**src/hdl/oebs_pkg.sv**
```systemverilog
`timescale 1ns / 1ps
// ----------------------------------------------------------------------------
// oebs_pkg
// Shared constants and types of the OOK envelope bit slicer.
// ----------------------------------------------------------------------------
package oebs_pkg;

    // Samples summed per decided bit; must be a power of two (average is a shift).
    localparam int SAMPLES_PER_BIT = 16;
    localparam int SPB_LOG2        = (SAMPLES_PER_BIT > 1) ? $clog2(SAMPLES_PER_BIT) : 0;
    localparam int CNT_W           = (SAMPLES_PER_BIT > 1) ? $clog2(SAMPLES_PER_BIT) : 1;

    localparam int SAMPLE_W  = 8;
    localparam int MAG_W     = 17;
    localparam int AVG_W     = 16;
    localparam int SUM_W     = AVG_W + SPB_LOG2;
    localparam int MARGIN_W  = 16;
    localparam int PKT_W     = 10;
    localparam int BITCNT_W  = 12;
    localparam int CFG_IDX_W = 1;
    localparam int CFG_W     = 16;

    localparam logic [PKT_W-1:0] PKT_BYTES_MIN = PKT_W'(1);
    localparam logic [PKT_W-1:0] PKT_BYTES_MAX = PKT_W'(512);
    localparam logic [AVG_W-1:0] LEVEL_MAX     = AVG_W'(32768);

    // configuration register indexes
    localparam logic [CFG_IDX_W-1:0] CFG_MARGIN    = 1'b0;
    localparam logic [CFG_IDX_W-1:0] CFG_PKT_BYTES = 1'b1;

    // one average per completed bit period
    typedef struct packed {
        logic             valid;
        logic [AVG_W-1:0] avg;
    } t_avg_beat;

endpackage

```
**src/hdl/oebs_sample_if.sv**
```systemverilog
`timescale 1ns / 1ps
// ----------------------------------------------------------------------------
// oebs_sample_if
// I/Q sample channel: valid/ready handshake with one signed sample pair.
// ----------------------------------------------------------------------------
interface oebs_sample_if;
    logic              valid;
    logic              ready;
    logic signed [7:0] i_sample;
    logic signed [7:0] q_sample;

    modport source (output valid, output i_sample, output q_sample, input ready);
    modport sink   (input valid, input i_sample, input q_sample, output ready);
endinterface

```
**src/hdl/oebs_result_if.sv**
```systemverilog
`timescale 1ns / 1ps
// ----------------------------------------------------------------------------
// oebs_result_if
// Decided bit channel: valid/ready handshake with bit, levels and byte.
// ----------------------------------------------------------------------------
interface oebs_result_if;
    logic        valid;
    logic        ready;
    logic        bit_value;
    logic [15:0] power_average;
    logic [15:0] floor_level;
    logic [7:0]  packed_byte;
    logic        byte_ready;
    logic        packet_last;

    modport source (output valid, output bit_value, output power_average,
                    output floor_level, output packed_byte, output byte_ready,
                    output packet_last, input ready);
    modport sink   (input valid, input bit_value, input power_average,
                    input floor_level, input packed_byte, input byte_ready,
                    input packet_last, output ready);
endinterface

```
**src/hdl/oebs_power_acc.sv**
```systemverilog
`timescale 1ns / 1ps
// ----------------------------------------------------------------------------
// oebs_power_acc
// Squared magnitude and per-bit power sum; emits the floored average.
// ----------------------------------------------------------------------------
module oebs_power_acc (
    input  logic                              i_clk,
    input  logic                              i_rst_n,
    input  logic                              i_en,
    input  logic                              i_valid,
    input  logic signed [oebs_pkg::SAMPLE_W-1:0] i_i_sample,
    input  logic signed [oebs_pkg::SAMPLE_W-1:0] i_q_sample,
    output oebs_pkg::t_avg_beat               o_avg
);
    import oebs_pkg::*;

    logic                       r_s1_valid;
    logic signed [SAMPLE_W-1:0] r_i;
    logic signed [SAMPLE_W-1:0] r_q;
    logic                       r_s2_valid;
    logic [MAG_W-1:0]           r_mag;
    logic [CNT_W-1:0]           r_cnt;
    logic [SUM_W-1:0]           r_sum;
    t_avg_beat                  r_avg;

    logic signed [2*SAMPLE_W-1:0] w_ii;
    logic signed [2*SAMPLE_W-1:0] w_qq;
    logic [MAG_W-1:0]             n_mag;
    logic [SUM_W-1:0]             n_sum;
    logic                         w_last;

    assign w_ii   = r_i * r_i;
    assign w_qq   = r_q * r_q;
    assign n_mag  = {1'b0, w_ii} + {1'b0, w_qq};
    assign n_sum  = r_sum + SUM_W'(r_mag);
    assign w_last = (r_cnt == CNT_W'(SAMPLES_PER_BIT - 1));

    always_ff @(posedge i_clk) begin
        if (!i_rst_n) begin
            r_s1_valid <= 1'b0;
            r_s2_valid <= 1'b0;
            r_avg.valid <= 1'b0;
            r_cnt <= '0;
            r_sum <= '0;
        end else if (i_en) begin
            r_s1_valid  <= i_valid;
            r_s2_valid  <= r_s1_valid;
            r_avg.valid <= r_s2_valid && w_last;
            r_avg.avg   <= AVG_W'(n_sum >> SPB_LOG2);
            if (r_s2_valid) begin
                if (w_last) begin
                    r_cnt <= '0;
                    r_sum <= '0;
                end else begin
                    r_cnt <= r_cnt + CNT_W'(1);
                    r_sum <= n_sum;
                end
            end
        end
    end

    always_ff @(posedge i_clk) begin
        if (i_en) begin
            r_i       <= i_i_sample;
            r_q       <= i_q_sample;
            r_mag     <= n_mag;
        end
    end

    assign o_avg = r_avg;

    a_cnt_range: assert property (@(posedge i_clk) disable iff (!i_rst_n)
        r_cnt <= CNT_W'(SAMPLES_PER_BIT - 1))
        else $error("sample counter beyond bit period");

    a_avg_range: assert property (@(posedge i_clk) disable iff (!i_rst_n)
        r_avg.valid |-> r_avg.avg <= LEVEL_MAX)
        else $error("average power out of range");

    a_period_restart: assert property (@(posedge i_clk) disable iff (!i_rst_n)
        r_avg.valid |-> (r_cnt == '0) && (r_sum == '0))
        else $error("bit period not restarted after average");

endmodule

```
**src/hdl/ook_envelope_bit_slicer.sv**
```systemverilog
`timescale 1ns / 1ps
// ----------------------------------------------------------------------------
// ook_envelope_bit_slicer
// OOK energy detector with adaptive noise floor and MSB-first byte packing.
//
// Samples enter on i_samp (one signed I/Q pair per beat) and one result beat
// leaves on o_res for every SAMPLES_PER_BIT samples. A result carries the
// decided bit, the average power, the updated noise floor and, on every
// eighth bit, the packed byte with byte_ready; packet_last marks the final
// byte of a packet of packet_bytes bytes.
// Throughput: one sample per cycle while the receiver does not stall. A result
// becomes valid once the beat completing its bit period has passed the
// sample, magnitude, average and result registers, loaded in that order.
// Configuration (threshold margin, packet length) is written through
// i_cfg_we / i_cfg_idx / i_cfg_data while the block is idle.
// Reset (synchronous, active low) clears the sum, floor, bit position and
// the pipeline; margin resets to 0 and packet length to 1 byte.
// When the receiver stalls with a result pending, the whole pipeline holds
// and i_samp.ready drops until the pending result is taken.
// ----------------------------------------------------------------------------
module ook_envelope_bit_slicer (
    input  logic                               i_clk,
    input  logic                               i_rst_n,
    oebs_sample_if.sink                        i_samp,
    oebs_result_if.source                      o_res,
    input  logic                               i_cfg_we,
    input  logic [oebs_pkg::CFG_IDX_W-1:0]     i_cfg_idx,
    input  logic [oebs_pkg::CFG_W-1:0]         i_cfg_data
);
    import oebs_pkg::*;

    logic [MARGIN_W-1:0] r_margin;
    logic [PKT_W-1:0]    r_pkt_bytes;
    logic [AVG_W-1:0]    r_floor;
    logic [BITCNT_W-1:0] r_bitcnt;
    logic [7:0]          r_shift;

    logic                r_out_valid;
    logic                r_out_bit;
    logic [AVG_W-1:0]    r_out_avg;
    logic [AVG_W-1:0]    r_out_floor;
    logic [7:0]          r_out_byte;
    logic                r_out_byte_ready;
    logic                r_out_last;

    logic                w_en;
    t_avg_beat           w_avg;

    logic [AVG_W+3:0]    w_floor_acc;
    logic [AVG_W-1:0]    n_floor;
    logic [MARGIN_W:0]   w_thresh;
    logic                w_bit;
    logic [7:0]          w_byte;
    logic                w_byte_ready;
    logic [PKT_W-1:0]    w_pkt_clamp;
    logic [PKT_W+2:0]    w_pkt_bits;
    logic [BITCNT_W:0]   w_next_cnt;
    logic                w_pkt_end;
    logic [BITCNT_W-1:0] n_bitcnt;
    logic [7:0]          n_shift;

    // advance everything unless a result is pending and not taken
    assign w_en         = !r_out_valid || o_res.ready;
    assign i_samp.ready = w_en;

    oebs_power_acc u_acc (
        .i_clk      (i_clk),
        .i_rst_n    (i_rst_n),
        .i_en       (w_en),
        .i_valid    (i_samp.valid),
        .i_i_sample (i_samp.i_sample),
        .i_q_sample (i_samp.q_sample),
        .o_avg      (w_avg)
    );

    always_ff @(posedge i_clk) begin
        if (!i_rst_n) begin
            r_margin    <= '0;
            r_pkt_bytes <= PKT_BYTES_MIN;
        end else if (i_cfg_we) begin
            unique case (i_cfg_idx)
                CFG_MARGIN:    r_margin    <= MARGIN_W'(i_cfg_data);
                CFG_PKT_BYTES: r_pkt_bytes <= PKT_W'(i_cfg_data);
                default:       ;
            endcase
        end
    end

    // floor = (15*floor + avg) / 16
    assign w_floor_acc = {r_floor, 4'b0000} - {4'b0000, r_floor} + {4'b0000, w_avg.avg};
    assign n_floor     = w_floor_acc[AVG_W+3:4];
    assign w_thresh    = {1'b0, n_floor} + {1'b0, r_margin};
    assign w_bit       = ({1'b0, w_avg.avg} > w_thresh);

    assign w_byte       = (r_bitcnt[2:0] == 3'd0) ? {7'b0, w_bit} : {r_shift[6:0], w_bit};
    assign w_byte_ready = (r_bitcnt[2:0] == 3'd7);

    always_comb begin
        priority if (r_pkt_bytes == '0) begin
            w_pkt_clamp = PKT_BYTES_MIN;
        end else if (r_pkt_bytes > PKT_BYTES_MAX) begin
            w_pkt_clamp = PKT_BYTES_MAX;
        end else begin
            w_pkt_clamp = r_pkt_bytes;
        end
    end

    assign w_pkt_bits = {w_pkt_clamp, 3'b000};
    assign w_next_cnt = {1'b0, r_bitcnt} + (BITCNT_W+1)'(1);
    assign w_pkt_end  = (w_next_cnt >= w_pkt_bits);
    assign n_bitcnt   = w_pkt_end ? '0 : w_next_cnt[BITCNT_W-1:0];
    assign n_shift    = w_pkt_end ? 8'd0 : w_byte;

    always_ff @(posedge i_clk) begin
        if (!i_rst_n) begin
            r_floor     <= '0;
            r_bitcnt    <= '0;
            r_shift     <= '0;
            r_out_valid <= 1'b0;
        end else if (w_en) begin
            r_out_valid <= w_avg.valid;
            if (w_avg.valid) begin
                r_floor  <= n_floor;
                r_bitcnt <= n_bitcnt;
                r_shift  <= n_shift;
            end
        end
    end

    always_ff @(posedge i_clk) begin
        if (w_en) begin
            r_out_bit        <= w_bit;
            r_out_avg        <= w_avg.avg;
            r_out_floor      <= n_floor;
            r_out_byte       <= w_byte_ready ? w_byte : 8'd0;
            r_out_byte_ready <= w_byte_ready;
            r_out_last       <= w_byte_ready && w_pkt_end;
        end
    end

    assign o_res.valid         = r_out_valid;
    assign o_res.bit_value     = r_out_bit;
    assign o_res.power_average = r_out_avg;
    assign o_res.floor_level   = r_out_floor;
    assign o_res.packed_byte   = r_out_byte;
    assign o_res.byte_ready    = r_out_byte_ready;
    assign o_res.packet_last   = r_out_last;

    a_last_has_byte: assert property (@(posedge i_clk) disable iff (!i_rst_n)
        r_out_valid && r_out_last |-> r_out_byte_ready)
        else $error("packet end flagged without a completed byte");

    a_byte_zero: assert property (@(posedge i_clk) disable iff (!i_rst_n)
        r_out_valid && !r_out_byte_ready |-> r_out_byte == 8'd0)
        else $error("packed byte not cleared on partial byte");

    a_floor_range: assert property (@(posedge i_clk) disable iff (!i_rst_n)
        r_floor <= LEVEL_MAX)
        else $error("noise floor out of range");

    a_stall_holds_state: assert property (@(posedge i_clk) disable iff (!i_rst_n)
        r_out_valid && !o_res.ready |=> $stable(r_floor) && $stable(r_bitcnt))
        else $error("slicer state moved during output stall");

endmodule

```
**src/flat_wrapper.sv**
```systemverilog
// flat-port wrapper written by rule: the top's interface ports become plain ports
module ook_envelope_bit_slicer_flat import oebs_pkg::*;
  (i_clk, i_rst_n, i_cfg_we, i_cfg_idx, i_cfg_data, i_samp_valid, i_samp_i_sample, i_samp_q_sample, i_samp_ready, o_res_valid, o_res_bit_value, o_res_power_average, o_res_floor_level, o_res_packed_byte, o_res_byte_ready, o_res_packet_last, o_res_ready);
  oebs_sample_if i_samp_i ();
  oebs_result_if o_res_i ();
  input  logic i_clk;
  input  logic i_rst_n;
  input  logic i_cfg_we;
  input  logic [oebs_pkg::CFG_IDX_W-1:0] i_cfg_idx;
  input  logic [oebs_pkg::CFG_W-1:0] i_cfg_data;
  input wire logic [$bits(i_samp_i.valid)-1:0] i_samp_valid;
  input wire logic [$bits(i_samp_i.i_sample)-1:0] i_samp_i_sample;
  input wire logic [$bits(i_samp_i.q_sample)-1:0] i_samp_q_sample;
  output wire logic [$bits(i_samp_i.ready)-1:0] i_samp_ready;
  output wire logic [$bits(o_res_i.valid)-1:0] o_res_valid;
  output wire logic [$bits(o_res_i.bit_value)-1:0] o_res_bit_value;
  output wire logic [$bits(o_res_i.power_average)-1:0] o_res_power_average;
  output wire logic [$bits(o_res_i.floor_level)-1:0] o_res_floor_level;
  output wire logic [$bits(o_res_i.packed_byte)-1:0] o_res_packed_byte;
  output wire logic [$bits(o_res_i.byte_ready)-1:0] o_res_byte_ready;
  output wire logic [$bits(o_res_i.packet_last)-1:0] o_res_packet_last;
  input wire logic [$bits(o_res_i.ready)-1:0] o_res_ready;
  assign i_samp_i.valid = i_samp_valid;
  assign i_samp_i.i_sample = i_samp_i_sample;
  assign i_samp_i.q_sample = i_samp_q_sample;
  assign i_samp_ready = i_samp_i.ready;
  assign o_res_valid = o_res_i.valid;
  assign o_res_bit_value = o_res_i.bit_value;
  assign o_res_power_average = o_res_i.power_average;
  assign o_res_floor_level = o_res_i.floor_level;
  assign o_res_packed_byte = o_res_i.packed_byte;
  assign o_res_byte_ready = o_res_i.byte_ready;
  assign o_res_packet_last = o_res_i.packet_last;
  assign o_res_i.ready = o_res_ready;
  ook_envelope_bit_slicer u_core (.i_clk(i_clk), .i_rst_n(i_rst_n), .i_samp(i_samp_i), .o_res(o_res_i), .i_cfg_we(i_cfg_we), .i_cfg_idx(i_cfg_idx), .i_cfg_data(i_cfg_data));
endmodule
```
**config.mk**
```make
export PLATFORM = sky130hd
export DESIGN_NAME = ook_envelope_bit_slicer_flat
export DESIGN_NICKNAME = d
export VERILOG_FILES = /design/src/hdl/oebs_pkg.sv /design/src/hdl/oebs_sample_if.sv /design/src/hdl/oebs_result_if.sv /design/src/hdl/oebs_power_acc.sv /design/src/hdl/ook_envelope_bit_slicer.sv /design/src/flat_wrapper.sv
export SDC_FILE = /design/constraint.sdc
export NUM_CORES = 1
export LEC_CHECK = 0
export ABC_AREA = 0
export BUFFER_PORTS_ARGS = -buffer_cell sky130_fd_sc_hd__buf_2
export CORE_UTILIZATION = 50
export DETAILED_ROUTE_END_ITERATION = 8
export PLACE_DENSITY = 0.67
export SLEW_MARGIN = 20
export SYNTH_ARGS = -nofsm -noshare
export SYNTH_HDL_FRONTEND = slang
export SYNTH_HIERARCHICAL = 1
export SYNTH_SLANG_ARGS = --single-unit
export TNS_END_PERCENT = 100
```
**constraint.sdc**
```tcl
create_clock -name i_clk -period 6.4 [get_ports i_clk]
set_input_delay 0 -clock i_clk [delete_from_list [all_inputs] [get_ports i_clk]]
set_output_delay 0 -clock i_clk [all_outputs]
set_load 0.02 [all_outputs]
```
==> flow_metrics.py, run 1 <==
metrics = {
    "global_route": {
        "grt_max_degree": 52,
        "grt_util_met2_pct": 40.6,
        "track_usage_pct": 21.3,
        "antenna_found_initial": 0,
        "grt_first_pass_wirelength_mm": 52.1,
        "use_met1_pct": 24.7,
        "busiest_layer": "met2",
        "first_global_vias": 11245,
        "grt_overflow": 0,
        "met3_usage_pct": 2.49,
    },
    "layout": {
        "drive_above_1_share_pct": 9.11,
        "diodes": 0,
        "nets": 1975,
        "fin_util_pct": 57.4,
        "instances_no_fill": 2075,
        "syn2layout_area_growth_pct": 11.8,
    },
    "sta": {
        "finalCritPeriodShare_pct": 92.2,
        "worstMarginPinSlew_ns": 0.771,
        "setup_slack_ns": 0.501,
        "worst_clock_skew_ns": 0.0174,
        "hold_violations": 0,
        "timing.final.max_slew_violations": 0,
        "slew_headroom_pct": 48.1,
        "rsz0062_at_grt": "no",
        "setup_viol": 0,
        "fin_tns_setup_ns": 0,
        "max_freq_ghz": 0.170,
        "period_needed_ns": 5.90,
    },
    "logic_synthesis": {
        "synth_cell_types": 75,
        "ys_seq_area_share_pct": 30.6,
        "yosysWarningCount": 6,
        "synth_nets": 1877,
        "ys.flop_type": "edfxtp_1",
        "synth.avg_cell_area_um2": 9.40,
        "ys_seq_elements": 181,
        "synth_async_sr_flop_share_pct": 0,
        "synth_edf_count": 92,
        "synth_cells": 1580,
        "synthesis.area_um2": 14900,
    },
    "drt": {
        "first_pass_iters": 6,
        "drt-initial-drc-count": 581,
        "wirelength_mm": 31.0,
        "routedWlPerCell_um": 14.9,
        "drtAntennaViolNets": 0,
        "vias": 11172,
        "viasPerCell": 5.38,
        "remaining_drc_errors": 0,
    },
    "power": {
        "p_per_area_nw_per_um2": 536,
        "power.leakage_nw": 7.64,
        "vdd.ir_drop.worst_v": 0.000899,
        "total_power_w": 0.00890,
    },
    "floorplanning": {
        "pin_count": 83,
        "die_h_um": 174,
        "die-area_um2": 30400,
        "placementRows": 62,
        "die_w_um": 174,
        "floorplan.initialDensity_pct": 51.3,
        "core_um2": 28900,
    },
    "placement": {
        "post-place-ws_ns": 0.588,
        "port-buffer-count": 82,
        "gp_congestion": 0.900,
        "hpwl_mm": 24.3,
        "dpl.cell_count": 2009,
    },
    "worst_setup_path": {
        "critPathCaptureType": "register",
        "cp-start-kind": "register",
        "worstSetupPathType": "reg2reg",
        "critPathRequiredTime_ns": 6.70,
        "arrival_ns": 6.20,
        "path_max_fanout": 5,
        "critical_path.cell_chain": "inv_1 -> fa_1 -> inv_1 -> ha_1 -> a21o_1 -> a31o_2 -> and2_1 -> or3_4 -> a311oi_2 -> nor2_1 -> ha_1 -> nand4_1 -> a211oi_1 -> a21oi_1 -> a311oi_1 -> xnor2_1 -> ha_1 -> nand4_1 -> nor2_1 -> a221o_1 -> a211oi_1 -> o31a_1 -> and2_1",
        "cp_common_cell": "ha_1",
        "slowest_delay_ns": 0.54,
        "crit_path_top_delay_cell": "fa_1",
    },
    "min_path": {
        "min_path_type": "in2reg",
    },
    "clocking": {
        "cts-htree-levels": 4,
        "cts_buffer_depth": 2,
        "cts_made_buffers": 17,
        "cts_tree": "done",
        "cts.clk_slew.worst_paths_ns": 0.08,
        "cts_root_buffer": "clkbuf_16",
        "clk_latency_ns": 0.44,
        "clock_sinks": 181,
    },
    "run_status": {
        "outcome": "finished clean",
    },
    "flow_run": {
        "cap_viol_max_count": 0,
    },
}
synth_stat cells (all sizes together), types with 20 or more instances:
master | count | area (um2)
ha | 156 | 1950
fa | 103 | 2060
nand2b | 20 | 125
dfxtp | 89 | 1780
and3 | 20 | 125
xor2 | 31 | 272
a21oi | 104 | 521
inv | 227 | 852
o21ai | 43 | 219
nor2b | 20 | 125
nand3 | 34 | 170
clkbuf | 35 | 133
and2 | 30 | 188
a21o | 34 | 255
edfxtp | 92 | 2760
xnor2 | 69 | 604
nand2 | 157 | 589
nor2 | 91 | 344
placed cells by master, fill, tap and decap left out, types with 7 or more instances in the layout:
cell type,n
xnor2_1,69
fa_1,103
nor2b_1,20
ha_1,156
o21ai_0,40
a311oi_1,7
a32oi_1,7
inv_1,227
clkbuf_16,17
a211oi_1,12
dlygate4sd3_1,34
and2_1,30
a22oi_1,11
xor2_1,31
nor3_1,18
edfxtp_1,92
and3_1,20
buf_4,8
a21o_1,34
nor2_1,90
nand2_1,157
nand2b_1,19
buf_2,82
a22o_1,8
nor4_1,7
o31ai_1,10
o21a_1,10
nand4_1,10
o211ai_1,13
nand3_1,34
dfxtp_1,89
o21bai_1,9
a21oi_1,104
stage by stage:
step	hold slack, ns	instance area, um2
after floorplan	0.0989	14900
after global placement	0.177	15600
after detailed placement	0.178	15600
after CTS	0.0645	16600
after global routing	0.0826	16600
final	0.0777	16600
cells by family after synthesis:
logic type                 after synthesis  share of synthesized area, %
DFF                                    181                          30.6
xor gates and xnor gates               100                          5.90
AOI/OAI and AO/OA                      325                          15.0
muxes                                   10                         0.708
buffers and inverters                  274                          6.98
and+or+nand+nor                        431                          13.8
adders and majority gates              259                          27.0
sequential cells by signal (all words and copies together) (netlist names):
signal	flops
u_core/u_acc/o_avg	17
u_core/u_acc/r_s1_valid	1
u_core/r_bitcnt	12
u_core/o_res.valid	1
u_core/o_res.packet_last	1
u_core/u_acc/r_mag	17
u_core/r_pkt_bytes	10
u_core/o_res.power_average	16
u_core/o_res.floor_level	16
u_core/u_acc/r_s2_valid	1
u_core/u_acc/r_sum	20
u_core/u_acc/r_q	8
u_core/r_margin	16
u_core/r_floor	16
u_core/u_acc/r_cnt	4
u_core/o_res.byte_ready	1
u_core/o_res.bit_value	1
u_core/r_shift	7
u_core/o_res.packed_byte	8
u_core/u_acc/r_i	8
final cells by class:
class,instances,area [um2]
Inverter,229,860
Timing Repair Buffer,124,811
Multi-Input combinational cell,1125,9280
Tap cell,384,480
Fill cell,2575,12300
Clock buffer,17,425
Sequential cell,181,4540
Clock inverter,15,194
where the power goes:
group | switching (W) | internal, W
clock network | 0.000533 | 0.000538
logic | 0.00344 | 0.00258
registers | 0.000121 | 0.00169
total | 0.00409 | 0.00481
worst paths after layout:
kind,start,end,slack (ns),cells past startpoint
worst min-delay path,i_rst_n,u_core/r_floor[15],0.08,3
worst max register to register,u_core/r_floor[2],u_core/o_res.packed_byte[0],0.50,23
worst min register to register,u_core/r_floor[3],u_core/r_floor[3],0.46,2
worst max-delay path,u_core/r_floor[2],u_core/o_res.packed_byte[0],0.50,23
worst max-delay path: cells and delay by family (launching register included):
family	cells	cell delay, ns
AOI/OAI and AO/OA	9	2.50
adders and majority gates	4	1.50
and+or+nand+nor	7	1.14
DFF	1	0.33
xor gates and xnor gates	1	0.16
buffers and inverters	2	0.13
repair_timing:
action                    4_1_cts  5_1_grt
resized for setup               0        0
hold endpoints to repair       43        0
hold buffers                   34        0
setup buffers                   0        0
layer usage:
metal	up-vias	wire length (um)
li1	5595	-
met1	5339	13100
met2	202	16500
met3	36	897
met4	0	534
met5	-	0
Note: power is estimated with default switching activity, not from simulation.
==> run 2, diff against run 1 <==
Settings changed: CORE_UTILIZATION 50 to 45, PLACE_DENSITY 0.67 to not set, RECOVER_POWER set to 100.
==> run 2 against run 1 <==
  * The run now ends with capacitance limit, slew limit left
  * Sequential share of layout area grew 0.24 points
  * Critical path depth shrank 1
  * Highest routed layer unchanged
  * Die area grew 11%
  * Power shrank 1.1%
  * Utilization shrank 6.8 points
  * Critical path type unchanged
  * Sequential power is essentially flat
  * Routed wire length grew 3.1%
  * Critical endpoint unchanged
==> flow_metrics.py, run 2 (synthesized netlist as in run 1, its figures left out) <==
metrics = {
    "layout": {
        "largest_register_ffs": 20,
        "syn2layout_area_growth_pct": 10.8,
        "diodes": 0,
        "regMostFlops": "u_core/u_acc/r_sum",
        "mostFrequentLayoutCell": "inv_1",
        "drive_above_1_share_pct": 5.38,
        "most-common-layout-cells": "inv_1 (227), nand2_1 (157), ha_1 (156), a21oi_1 (103), fa_1 (103)",
        "nets": 1975,
    },
    "min_path": {
        "hold_depth": 5,
        "hold_start": "i_cfg_idx",
        "hold_end": "u_core/r_margin[2]",
        "min_path_type": "in2reg",
    },
    "worst_setup_path": {
        "r2r_start": "u_core/r_floor[6]",
        "rr_endpoint": "u_core/o_res.packed_byte[0]",
        "r2r_cells": 22,
        "critPathRequiredTime_ns": 6.70,
        "critical_path.cell_chain": "inv_1 -> fa_1 -> inv_1 -> ha_1 -> a21oi_1 -> o21ai_0 -> or3_4 -> a311oi_2 -> nor2_1 -> ha_1 -> nand4_1 -> a211oi_1 -> a21oi_1 -> a311oi_1 -> xnor2_1 -> ha_1 -> nand4_1 -> nor2_1 -> a221o_1 -> a211oi_1 -> o31a_1 -> and2_0",
        "crit_path_top_delay_cell": "fa_1",
        "cp-start-kind": "register",
        "regToRegSetupSlack_ns": 0.44,
        "cp_common_cell": "ha_1",
        "critPathCaptureType": "register",
        "crit_family": "compound AO/OA/AOI/OAI gates",
        "path_max_fanout": 9,
        "crit_buf_inv": 2,
        "worstSetupPathType": "reg2reg",
        "arrival_ns": 6.26,
        "slowest_delay_ns": 0.53,
    },
    "floorplanning": {
        "die_w_um": 184,
        "pin_count": 83,
        "placementRows": 66,
        "die-area_um2": 33700,
        "die_h_um": 184,
        "floorplan.initialDensity_pct": 45.6,
        "core_um2": 32500,
    },
    "drt": {
        "wirelength_mm": 32.0,
        "drtAntennaViolNets": 0,
        "routedWlPerCell_um": 15.0,
        "viasPerCell": 5.21,
        "first_pass_iters": 5,
        "vias": 11116,
        "remaining_drc_errors": 0,
        "drt-initial-drc-count": 469,
    },
    "global_route": {
        "track_usage_pct": 19.8,
        "grt_overflow": 0,
        "grt_max_degree": 58,
        "first_global_vias": 11042,
        "antenna_found_initial": 0,
        "grt_first_pass_wirelength_mm": 52.9,
    },
    "flow_run": {
        "cap_viol_max_count": 3,
    },
    "sta": {
        "worstMarginPinSlew_ns": 2.69,
        "fin_tns_setup_ns": 0,
        "max_freq_ghz": 0.168,
        "rsz0062_at_grt": "no",
        "setup_slack_ns": 0.442,
        "worst_clock_skew_ns": 0.0171,
        "hold_violations": 0,
        "period_needed_ns": 5.96,
        "timing.final.max_slew_violations": 123,
        "setup_viol": 0,
        "finalCritPeriodShare_pct": 93.1,
        "slew_headroom_pct": -79.3,
    },
    "clocking": {
        "cts-htree-levels": 4,
        "cts_buffer_depth": 2,
        "cts_made_buffers": 17,
        "cts_resized": 0,
        "clk_latency_ns": 0.44,
        "clock_sinks": 181,
        "cts.clk_slew.worst_paths_ns": 0.07,
        "cts_root_buffer": "clkbuf_16",
        "cts_tree": "done",
    },
    "placement": {
        "gp_congestion": 0.839,
        "hpwl_mm": 25.2,
        "post-place-ws_ns": 0.537,
        "port-buffer-count": 82,
    },
    "power": {
        "p_sw_w": 0.00404,
        "sequentialPowerShare_pct": 20.7,
        "p_per_area_nw_per_um2": 535,
        "combPwrFrac_pct": 68.0,
        "power_switching_share_pct": 46.0,
        "vdd.ir_drop.worst_v": 0.000725,
        "clkPwrFrac_pct": 11.3,
        "power.leakage_nw": 7.41,
        "p_int_w": 0.00475,
    },
    "run_status": {
        "violations": "capacitance limit, slew limit",
        "outcome": "complete, but fails checks",
    },
}
## run 2: cell count changes in the layout (fill, tap and decap cells not counted), moves of 3 or more
| cell | change |
|---|---|
| buf_4 | -4 |
| inv_8 | -3 |
| and2_1 | -7 |
| and2_0 | +7 |
| clkinv_8 | -4 |
| clkbuf_1 | +54 |
| buf_2 | -47 |
| o21ai_0 | +3 |
## run 2: metal layers
| layer | wire length [um] | track usage [%] | part of all wire (%) |
|---|---|---|---|
| met5 | 0 | 0 | 0 |
| met3 | 919 | 2.71 | 2.9 |
| met2 | 16900 | 37.3 | 53 |
| met1 | 13800 | 23.4 | 43 |
| met4 | 437 | 5.47 | 1.4 |
## run 2: layout make-up
| class | count | area, um2 |
|---|---|---|
| inverters | 229 | 860 |
| clock buffers | 21 | 450 |
| flip-flops and latches | 181 | 4540 |
| repair buffers | 124 | 737 |
| well taps | 442 | 553 |
| clock inverters | 11 | 96.3 |
| fillers | 3171 | 16100 |
| multi-input cells | 1125 | 9220 |
## run 2: timing repair
item | CTS | global route
endpoints found under the hold margin | 43 | 0
setup endpoints to repair | 0 | 0
buffers inserted | 0 | 0
hold buffers | 34 | 0
## run 2: how the worst max path moves through the flow
stage / start / end / slack (ns) / cells after the start
floorplan: u_core/u_acc/r_i[7] / u_core/u_acc/r_mag[15] / 0.93 / 19
global placement: u_core/r_floor[6] / u_core/o_res.packed_byte[0] / 0.62 / 22
detailed placement: u_core/r_floor[6] / u_core/o_res.packed_byte[0] / 0.54 / 22
CTS: u_core/r_floor[6] / u_core/o_res.packed_byte[0] / 0.46 / 22
global route: u_core/r_floor[6] / u_core/o_res.packed_byte[0] / 0.03 / 22
finish: u_core/r_floor[6] / u_core/o_res.packed_byte[0] / 0.44 / 22
## run 2: power by group through the flow
stage	Sequential (W)	Clock [W]	Combinational, W
after floorplan	0.00190	0	0.00467
after global placement	0.00185	0	0.00591
after detailed placement	0.00185	0	0.00598
after CTS	0.00182	0.00103	0.00604
after global routing	0.00184	0.00107	0.00675
final	0.00182	0.000995	0.00598
## run 2: per-stage QoR
stage | cell area (um2) | util (%) | total power (W) | std cells | hold slack, ns
after CTS | 16600 | 51.0 | 0.00889 | 2133 | 0.0558
after detailed placement | 15700 | 48.3 | 0.00783 | 2067 | 0.179
after floorplan | 14900 | - | 0.00657 | 1580 | 0.0989
after global placement | 15700 | 48.3 | 0.00776 | 2067 | 0.177
after global routing | 16500 | 50.6 | 0.00967 | 2133 | 0.0830
final | 16500 | 50.6 | 0.00880 | 2133 | 0.0776
## run 2: worst register-to-register path, cell delays in order, from the launching register on
cell      delay [ns]
dfxtp_1         0.38
inv_1           0.09
fa_1            0.53
inv_1           0.04
ha_1            0.39
a21oi_1         0.22
o21ai_0         0.30
or3_4           0.51
a311oi_2        0.32
nor2_1          0.13
ha_1            0.36
nand4_1         0.12
a211oi_1        0.41
a21oi_1         0.13
a311oi_1        0.33
xnor2_1         0.17
ha_1            0.28
nand4_1         0.10
nor2_1          0.05
a221o_1         0.34
a211oi_1        0.19
o31a_1          0.29
and2_0          0.17
==> run 3, diff against run 2 <==
--- a/config.mk
+++ b/config.mk
@@ -11,4 +11,5 @@
 export DETAILED_ROUTE_END_ITERATION = 8
 export RECOVER_POWER = 100
+export SETUP_SLACK_MARGIN = 0.4
 export SLEW_MARGIN = 20
 export SYNTH_ARGS = -nofsm -noshare
==> constraint.sdc (replaced) <==
create_clock -name i_clk -period 6.4 [get_ports i_clk]
set_input_delay 1.28 -clock i_clk [delete_from_list [all_inputs] [get_ports i_clk]]
set_output_delay 1.28 -clock i_clk [all_outputs]
set_load 0.02 [all_outputs]
==> run 3 against run 2 <==
  * The run still ends with capacitance limit, slew limit left
  * Largest cell class unchanged
  * Sequential share of layout area grew 0.11 points
  * Utilization shrank 0.20 points
  * Non-clock buffer count shrank 8
  * Cell count shrank 0.38%
  * Critical path depth shrank 1
  * Die area is the same
  * Global-route usage grew 0.31 points
  * Power grew 1.9%
  * Count of clock-buffer cells in the layout shrank 2
  * Largest power group unchanged
  * Hold slack gained 0.38 ns
==> flow_metrics.py, run 3 (synthesized netlist as in run 1, its figures left out) <==
metrics = {
    "clocking": {
        "cts_hold_buf": 0,
        "clk_latency_ns": 0.45,
        "cts_made_buffers": 17,
        "cts_buffer_depth": 2,
        "cts.clk_slew.worst_paths_ns": 0.08,
        "cts_tree": "done",
        "cts-htree-levels": 4,
        "cts_root_buffer": "clkbuf_16",
        "clock_sinks": 181,
    },
    "sta": {
        "rsz0062_at_grt": "yes",
        "slew_headroom_pct": -81.6,
        "worst_clock_skew_ns": 0.0169,
        "setup_viol": 0,
        "finalCritPeriodShare_pct": 91.2,
        "whs_ns": 0.456,
        "fin_tns_setup_ns": 0,
        "worstMarginPinSlew_ns": 2.72,
        "timing.final.max_slew_violations": 118,
        "max_freq_ghz": 0.171,
        "hold_violations": 0,
        "period_needed_ns": 5.84,
    },
    "floorplanning": {
        "die-area_um2": 33700,
        "die_w_um": 184,
        "core_um2": 32500,
        "floorplan.initialDensity_pct": 45.6,
        "die_h_um": 184,
        "pin_count": 83,
        "placementRows": 66,
    },
    "drt": {
        "viasPerCell": 5.24,
        "first_pass_iters": 5,
        "wirelength_mm": 32.4,
        "remaining_drc_errors": 0,
        "drt-initial-drc-count": 546,
        "vias": 11130,
        "routedWlPerCell_um": 15.2,
        "drtAntennaViolNets": 0,
    },
    "worst_setup_path": {
        "path_max_fanout": 5,
        "slowest_delay_ns": 0.54,
        "critical_path.cell_chain": "inv_1 -> nor2_1 -> inv_1 -> fa_1 -> inv_1 -> fa_1 -> fa_1 -> inv_1 -> fa_1 -> inv_1 -> ha_1 -> o21ai_1 -> a21oi_1 -> o41ai_4 -> o2111ai_1 -> a21oi_1 -> xnor2_1 -> ha_2 -> mux2_2 -> a311oi_1 -> o311ai_0",
        "crit_path_top_delay_cell": "fa_1",
        "critPathCaptureType": "register",
        "r2r_cells": 21,
        "worstSetupPathType": "reg2reg",
        "cp_common_cell": "inv_1",
        "critPathRequiredTime_ns": 6.57,
        "arrival_ns": 6.01,
        "cp-start-kind": "register",
    },
    "power": {
        "combPwrFrac_pct": 68.1,
        "p_per_area_nw_per_um2": 547,
        "power_switching_share_pct": 45.7,
        "p_sw_w": 0.00410,
        "power.leakage_nw": 7.42,
        "vdd.ir_drop.worst_v": 0.000717,
        "sequentialPowerShare_pct": 20.2,
        "clkPwrFrac_pct": 11.7,
        "p_int_w": 0.00487,
    },
    "layout": {
        "ff_latch_area_um2": 4540,
        "mostFrequentLayoutCell": "inv_1",
        "final_cell_area_um2": 16400,
        "diodes": 0,
        "nets": 1967,
        "regMostFlops": "u_core/u_acc/r_sum",
        "multiInputGateArea_um2": 9270,
        "drive_above_1_share_pct": 7.25,
        "syn2layout_area_growth_pct": 10.4,
        "most-common-layout-cells": "inv_1 (226), nand2_1 (157), ha_1 (155), a21oi_1 (104), fa_1 (102)",
        "instances_no_fill": 2125,
        "fillers": 3145,
        "largest_register_ffs": 20,
        "fin_util_pct": 50.4,
    },
    "min_path": {
        "min_path_type": "reg2reg",
        "hold_depth": 2,
    },
    "placement": {
        "gp_congestion": 0.837,
        "port-buffer-count": 82,
        "place_area_um2": 15700,
        "hpwl_mm": 25.3,
        "dpl.cell_count": 2067,
    },
    "global_route": {
        "first_global_vias": 11245,
        "grt_max_degree": 58,
        "antenna_found_initial": 0,
        "grt_overflow": 0,
        "grt_first_pass_wirelength_mm": 53.7,
        "track_usage_pct": 20.2,
    },
    "flow_run": {
        "cap_viol_max_count": 3,
    },
    "run_status": {
        "outcome": "complete, but fails checks",
        "violations": "capacitance limit, slew limit",
    },
}
## run 3: cell types whose count changed in the layout (fill, tap and decap cells not counted), moves of 3 or more
cell	before	now
dlygate4sd3_1	34	0
buf_4	4	24
and2_0	7	4
and2_1	23	26
o21ai_0	43	40
o21ai_1	0	3
## run 3: power by group through the flow
stage / logic [W] / clock network [W] / registers (W)
global placement: 0.00588 / 0 / 0.00185
CTS: 0.00602 / 0.00108 / 0.00182
global route: 0.00693 / 0.00113 / 0.00184
floorplan: 0.00467 / 0 / 0.00190
finish: 0.00611 / 0.00105 / 0.00181
detailed placement: 0.00598 / 0 / 0.00184
## run 3: critical path: cells and delay by family, from the launching register on
kind	cells	cell delay [ns]
simple gates	1	0.20
xor+xnor	1	0.14
compound gates	7	1.29
buf+inv	5	0.40
mux	1	0.33
flops	1	0.46
fa+ha+maj	6	2.74
## run 3: worst paths after layout
kind / start / to / slack (ns)
worst min register to register: u_core/r_floor[4] / u_core/r_floor[4] / 0.46
worst max-delay path: u_core/u_acc/r_q[3] / u_core/u_acc/r_mag[15] / 0.56
worst max register to register: u_core/u_acc/r_q[3] / u_core/u_acc/r_mag[15] / 0.56
worst min-delay path: u_core/r_floor[4] / u_core/r_floor[4] / 0.46
## run 3: metal layers
layer / routed length, um / track usage, %
met1: 14100 / 23.7
met2: 16800 / 37.4
met5: 0 / 0
met3: 769 / 2.52
met4: 749 / 7.03
## run 3: timing repair
action	4_1_cts	5_1_grt
gates resized for setup	0	16
setup buffers	0	26
endpoints found under the setup margin	0	6
## run 3: per-stage QoR
stage | total power [W] | worst slack (ns)
2_1_floorplan | 0.00657 | 0.926
3_3_place_gp | 0.00772 | 0.578
3_5_place_dp | 0.00783 | 0.482
4_1_cts | 0.00892 | 0.437
5_1_grt | 0.00990 | 0.193
6_report | 0.00897 | 0.560
## run 3: area by class of cell
| cell class | instances | share of cell area (%) |
|---|---|---|
| Clock buffer | 19 | 2.70 |
| Clock inverter | 13 | 0.885 |
| Inverter | 229 | 5.24 |
| Multi-Input combinational cell | 1125 | 56.6 |
| Sequential cell | 181 | 27.7 |
| Tap cell | 442 | 3.37 |
| Timing Repair Buffer | 116 | 3.50 |
